File: src/gges_pkg.sv
// ----------------------------------------------------------------------------
// gges_pkg
// Types and constants shared by the gradient energy sum unit.
// ----------------------------------------------------------------------------
package gges_pkg;

    localparam int SAMPLE_W   = 16;
    localparam int GW_W       = 11;
    localparam int WEIGHT_W   = 16;
    localparam int CFG_DATA_W = 16;
    localparam int CFG_IDX_W  = 2;
    localparam int SQ_W       = 33;
    localparam int TERM_W     = SQ_W + WEIGHT_W;
    localparam int SUM_W      = 63;
    localparam int OUT_DATA_W = 72;

    localparam logic [SUM_W-1:0] SUM_MAX = {SUM_W{1'b1}};

    localparam logic [CFG_IDX_W-1:0] CFG_GRID_WIDTH = 2'd0;
    localparam logic [CFG_IDX_W-1:0] CFG_WEIGHT_X   = 2'd1;
    localparam logic [CFG_IDX_W-1:0] CFG_WEIGHT_Y   = 2'd2;

    localparam logic [1:0] PHASE_FIRST  = 2'd0;
    localparam logic [1:0] PHASE_SECOND = 2'd1;
    localparam logic [1:0] PHASE_LATER  = 2'd2;

    typedef struct packed {
        logic capture;
        logic square;
        logic weight;
        logic commit;
    } t_cmd;

    typedef struct packed {
        logic last;
        logic out_busy;
    } t_status;

endpackage

File: src/gges_ctrl.sv
// ----------------------------------------------------------------------------
// gges_ctrl
// Sequencer: capture, square, weight, accumulate for one sample at a time.
// ----------------------------------------------------------------------------
module gges_ctrl
    import gges_pkg::*;
(
    input  logic    i_clk,
    input  logic    i_rst_n,
    input  logic    i_in_valid,
    output logic    o_in_ready,
    input  t_status i_status,
    output t_cmd    o_cmd
);

    localparam logic [1:0] ST_IDLE   = 2'd0;
    localparam logic [1:0] ST_SQUARE = 2'd1;
    localparam logic [1:0] ST_WEIGHT = 2'd2;
    localparam logic [1:0] ST_ACC    = 2'd3;

    logic [1:0] r_state;
    logic [1:0] n_state;
    logic       stall;

    assign o_in_ready = (r_state == ST_IDLE);
    assign stall      = i_status.last && i_status.out_busy;

    always_comb begin
        o_cmd         = '0;
        n_state       = r_state;
        case (r_state)
            ST_IDLE: begin
                if (i_in_valid) begin
                    o_cmd.capture = 1'b1;
                    n_state       = ST_SQUARE;
                end
            end
            ST_SQUARE: begin
                o_cmd.square = 1'b1;
                n_state      = ST_WEIGHT;
            end
            ST_WEIGHT: begin
                o_cmd.weight = 1'b1;
                n_state      = ST_ACC;
            end
            ST_ACC: begin
                if (!stall) begin
                    o_cmd.commit = 1'b1;
                    n_state      = ST_IDLE;
                end
            end
            default: begin
                n_state = ST_IDLE;
            end
        endcase
    end

    always_ff @(posedge i_clk) begin
        if (!i_rst_n) begin
            r_state <= ST_IDLE;
        end else begin
            r_state <= n_state;
        end
    end

endmodule

File: config.mk
export PLATFORM = sky130hd
export DESIGN_NAME = gges_ctrl
export DESIGN_NICKNAME = d
export VERILOG_FILES = /design/src/gges_pkg.sv /design/src/gges_ctrl.sv
export SDC_FILE = /design/constraint.sdc
export NUM_CORES = 1
export LEC_CHECK = 0
export BUFFER_PORTS_ARGS = -buffer_cell sky130_fd_sc_hd__clkbuf_2
export CELL_PAD_IN_SITES_DETAIL_PLACEMENT = 1
export CELL_PAD_IN_SITES_GLOBAL_PLACEMENT = 2
export CORE_AREA = 2 2 39 41
export CTS_BUF_LIST = sky130_fd_sc_hd__clkbuf_8
export DETAILED_ROUTE_END_ITERATION = 6
export DIE_AREA = 0 0 41 43
export GPL_TIMING_DRIVEN = 0
export PLACE_DENSITY = 0.55
export SLEW_MARGIN = 0
export SYNTH_ARGS = -nofsm -noshare
export SYNTH_HDL_FRONTEND = slang
export SYNTH_SLANG_ARGS = --single-unit
File: constraint.sdc
create_clock -name i_clk -period 1.1 [get_ports i_clk]
set_input_delay 0.22 -clock i_clk [delete_from_list [all_inputs] [get_ports i_clk]]
set_output_delay 0.22 -clock i_clk [all_outputs]
set_load 0.02 [all_outputs]
=== After elaboration in Yosys (flattened, before gate mapping) ===
Index checks and enable logic that the tools add are counted.

* Register bits: 2
* Input bits: 5
* Logic and storage cells: 18

* Equality and inequality tests: 5
* Mux-type cells: 9
* Reduce and logical (&&, ||, !) cells: 3

{| class="wikitable"
|+ Operators with widths
! operator !! number
|-
| one-hot mux 2 bit (4 select lines) || 1
|-
| two-way mux 1 bit || 6
|-
| == test 2 bit, second input constant || 2
|-
| two-way mux 2 bit || 2
|-
| inequality test 2 bit, second input constant || 2
|-
| == test 2 x 1 -> 1 bit, second input constant || 1
|-
| logical NOT 2 bit || 1
|-
| AND reduction 2 bit || 1
|-
| logical AND 1 bit || 1
|}

=== Longest topological paths before layout ===
* Depth after elaboration: 3
* Gate-level depth with buffers: 4

=== Worst setup path before layout ===
No wires, ideal clock.

* Path type: reg-to-output
* From: register r_state[0]
* To: output o_cmd[0] (netlist name)
* Data arrival time: 1.035 ns
* Path slack: -0.155 ns
* Stages on the path, launching flop included: 3
* Path through: dfxtp_1 -> ha_1 -> a21boi_0

{| class="wikitable"
|+ RTL lines
! element !! RTL line !! source
|-
| from (decl) || gges_ctrl.sv:21 || <nowiki>logic [1:0] r_state;</nowiki>
|-
| from (signal assigned) || gges_ctrl.sv:62 || <nowiki>r_state <= n_state;</nowiki>
|-
| to (decl) || gges_ctrl.sv:13 || <nowiki>output t_cmd o_cmd</nowiki>
|}

==> flow_metrics.py <==
metrics = {
    "critical_path": {
        "crit_path_end_kind": "output pin",
        "critPathKind": "reg2out",
        "worstPathArrival_ps": 1050,
        "crit_family": "flip-flops",
        "max_stage_delay_ps": 360,
        "path_max_fanout": 4,
        "crit_path_start_kind": "flop",
        "crit_slowest_cell": "dfxtp_4",
        "crit_required_ps": 880,
        "path_cells": "inv_2, ha_4, and2_4, buf_8",
        "critPathBufInv": 2,
    },
    "pwr": {
        "cellPowerDensity_nw_per_um2": 2850,
        "power.leakage_nw": 0.176,
        "peakVddDrop_v": 0.000952,
        "power_mw": 1.16,
    },
    "finish": {
        "fill_cells": 161,
        "layout_common_cells": "clkbuf_8 (5), clkbuf_2 (4), ha_4 (3)",
        "syn_to_final_growth_pct": 141,
        "reg_top3": "r_state: 2 flops",
        "n_antenna_cell": 0,
        "nets": 44,
        "final_common_cell": "clkbuf_8",
        "largest_reg_flops": 2,
        "postLayoutCoreUtil": 0.294,
        "top_register": "r_state",
        "drive_gt1_frac": 0.788,
    },
    "floorplanning": {
        "die_w_um": 41,
        "rows": 14,
        "start_util": 0.122,
        "die_h_um": 43,
        "top_level_ports": 10,
        "die_area_um2": 1760,
        "coreArea_um2": 1380,
    },
    "timing": {
        "hold_viol_final": 0,
        "drv_slew": 0,
        "finalSetupViolCount": 7,
        "hold-worst-slack_ps": 285,
        "slew_headroom": 0.931,
        "tightest_slew_ps": 100,
        "worst_slack_ps": -166,
        "period_share": 1.15,
        "min_period_ps": 1270,
        "finClkSkew_ps": 1.19,
        "rsz0062_at_grt": "true",
        "fmax_mhz": 790,
    },
    "drt": {
        "postRouteWirelength_um": 503,
        "detail-route-antenna-nets": 0,
        "viasPerCell": 3.98,
        "first_pass_iters": 2,
        "vias": 195,
        "wire_per_inst_um": 10.3,
        "drc": 0,
        "drt-initial-drc-count": 1,
    },
    "global_routing": {
        "antenna_found_initial": 0,
        "grt_use_total": 0.0811,
        "grt_pass1_vias": 229,
        "gr-total-overflow": 0,
        "grt_max_degree": 5,
        "grt_pass1_wl_um": 855,
    },
    "run_status": {
        "violations": "setup timing",
        "outcome": "finished with violations",
    },
    "min_path": {
        "hold_path_class": "in2reg",
    },
    "yosys": {
        "synthesis.nets": 27,
        "ys_seq_area_frac": 0.237,
        "synth_seq_cells": 2,
        "yosysWarnings": 0,
        "synth_area_um2": 169,
        "synth_cells": 18,
        "syn_avg_cell_area_um2": 9.38,
        "ys_types": 11,
    },
    "clock_network": {
        "clkSinkCount": 2,
        "cts_tree": "yes",
        "hold_buffers": 0,
        "cts_max_level": 1,
        "clkTransAtPathRegs_ps": 30,
        "cts_root_buf": "clkbuf_8",
        "clockBufferDepth": 2,
        "cts_buffers": 3,
        "clock_latency_ps": 210,
    },
    "placed_design": {
        "placement.io_buffers": 9,
        "gp_congestion": 0.602,
    },
    "flow_run": {
        "drv_cap": 0,
    },
}
per-layer routing:
layer,part of all wire,track usage,routed length (µm),vias up
met5,0,0,0,-
met4,0.030,0.100,15,0
met3,0.091,0.0314,46,2
met2,0.55,0.119,275,12
met1,0.33,0.0701,165,91
li1,-,-,-,90
logic make-up after synthesis:
group / Yosys count / share of synthesized area
AO/OA/AOI/OAI: 4 / 0.193
flip-flops: 2 / 0.237
AND/OR/NAND/NOR: 4 / 0.148
multiplexers: 1 / 0.0593
buffers and inverters: 3 / 0.0667
adder cells (fa/ha/maj): 4 / 0.296
synth_stat cells, drive strengths merged:
| master | instances | area (µm²) |
|---|---|---|
| a21oi | 1 | 8.76 |
| o31a | 1 | 8.76 |
| ha | 4 | 50.1 |
| o21a | 1 | 7.51 |
| and2 | 1 | 6.26 |
| inv | 3 | 11.3 |
| a21boi | 1 | 7.51 |
| mux2i | 1 | 10.0 |
| dfxtp | 2 | 40.0 |
| and3 | 1 | 11.3 |
| nand2 | 2 | 7.51 |
metrics by stage:
stage	worst slack (ps)	cells	setup TNS (ps)	area [µm²]
5_1_grt	-205	49	-971	407
3_5_place_dp	-52.1	43	-66.5	265
4_1_cts	-174	49	-725	385
3_3_place_gp	-33.4	43	-33.4	265
2_1_floorplan	11.7	18	0	200
6_report	-166	49	-645	407
cell type report:
cell class / instances / area (µm²) / share of cell area
clock buffer: 3 / 41.3 / 0.102
inverter: 3 / 13.8 / 0.0338
multi-input combinational: 13 / 169 / 0.415
sequential: 2 / 47.5 / 0.117
tap: 16 / 20.0 / 0.0492
timing repair buffer: 12 / 115 / 0.283
power breakdown:
group	switching (mW)	internal, mW
Combinational	0.295	0.392
Sequential	0.0597	0.124
Clock	0.0560	0.231
final timing paths:
check | start | to | slack [ps] | depth (start not counted)
max | r_state[1] | o_cmd[3] | -170 | 4
min | i_rst_n | r_state[1] | 280 | 3
max reg2reg | r_state[1] | r_state[0] | -70 | 5
min reg2reg | r_state[1] | r_state[1] | 510 | 2
repair_timing:
action	in CTS	in global routing
gates resized for setup	14	7
pin swaps	1	4
endpoints found under the setup margin	7	7
setup buffers	3	0
worst min-delay path, cell delays in order:
cell and delay [ps]:
clkbuf_2 110, nand2_1 70, mux2i_1 50
Note: power is estimated with default switching activity, not from simulation.
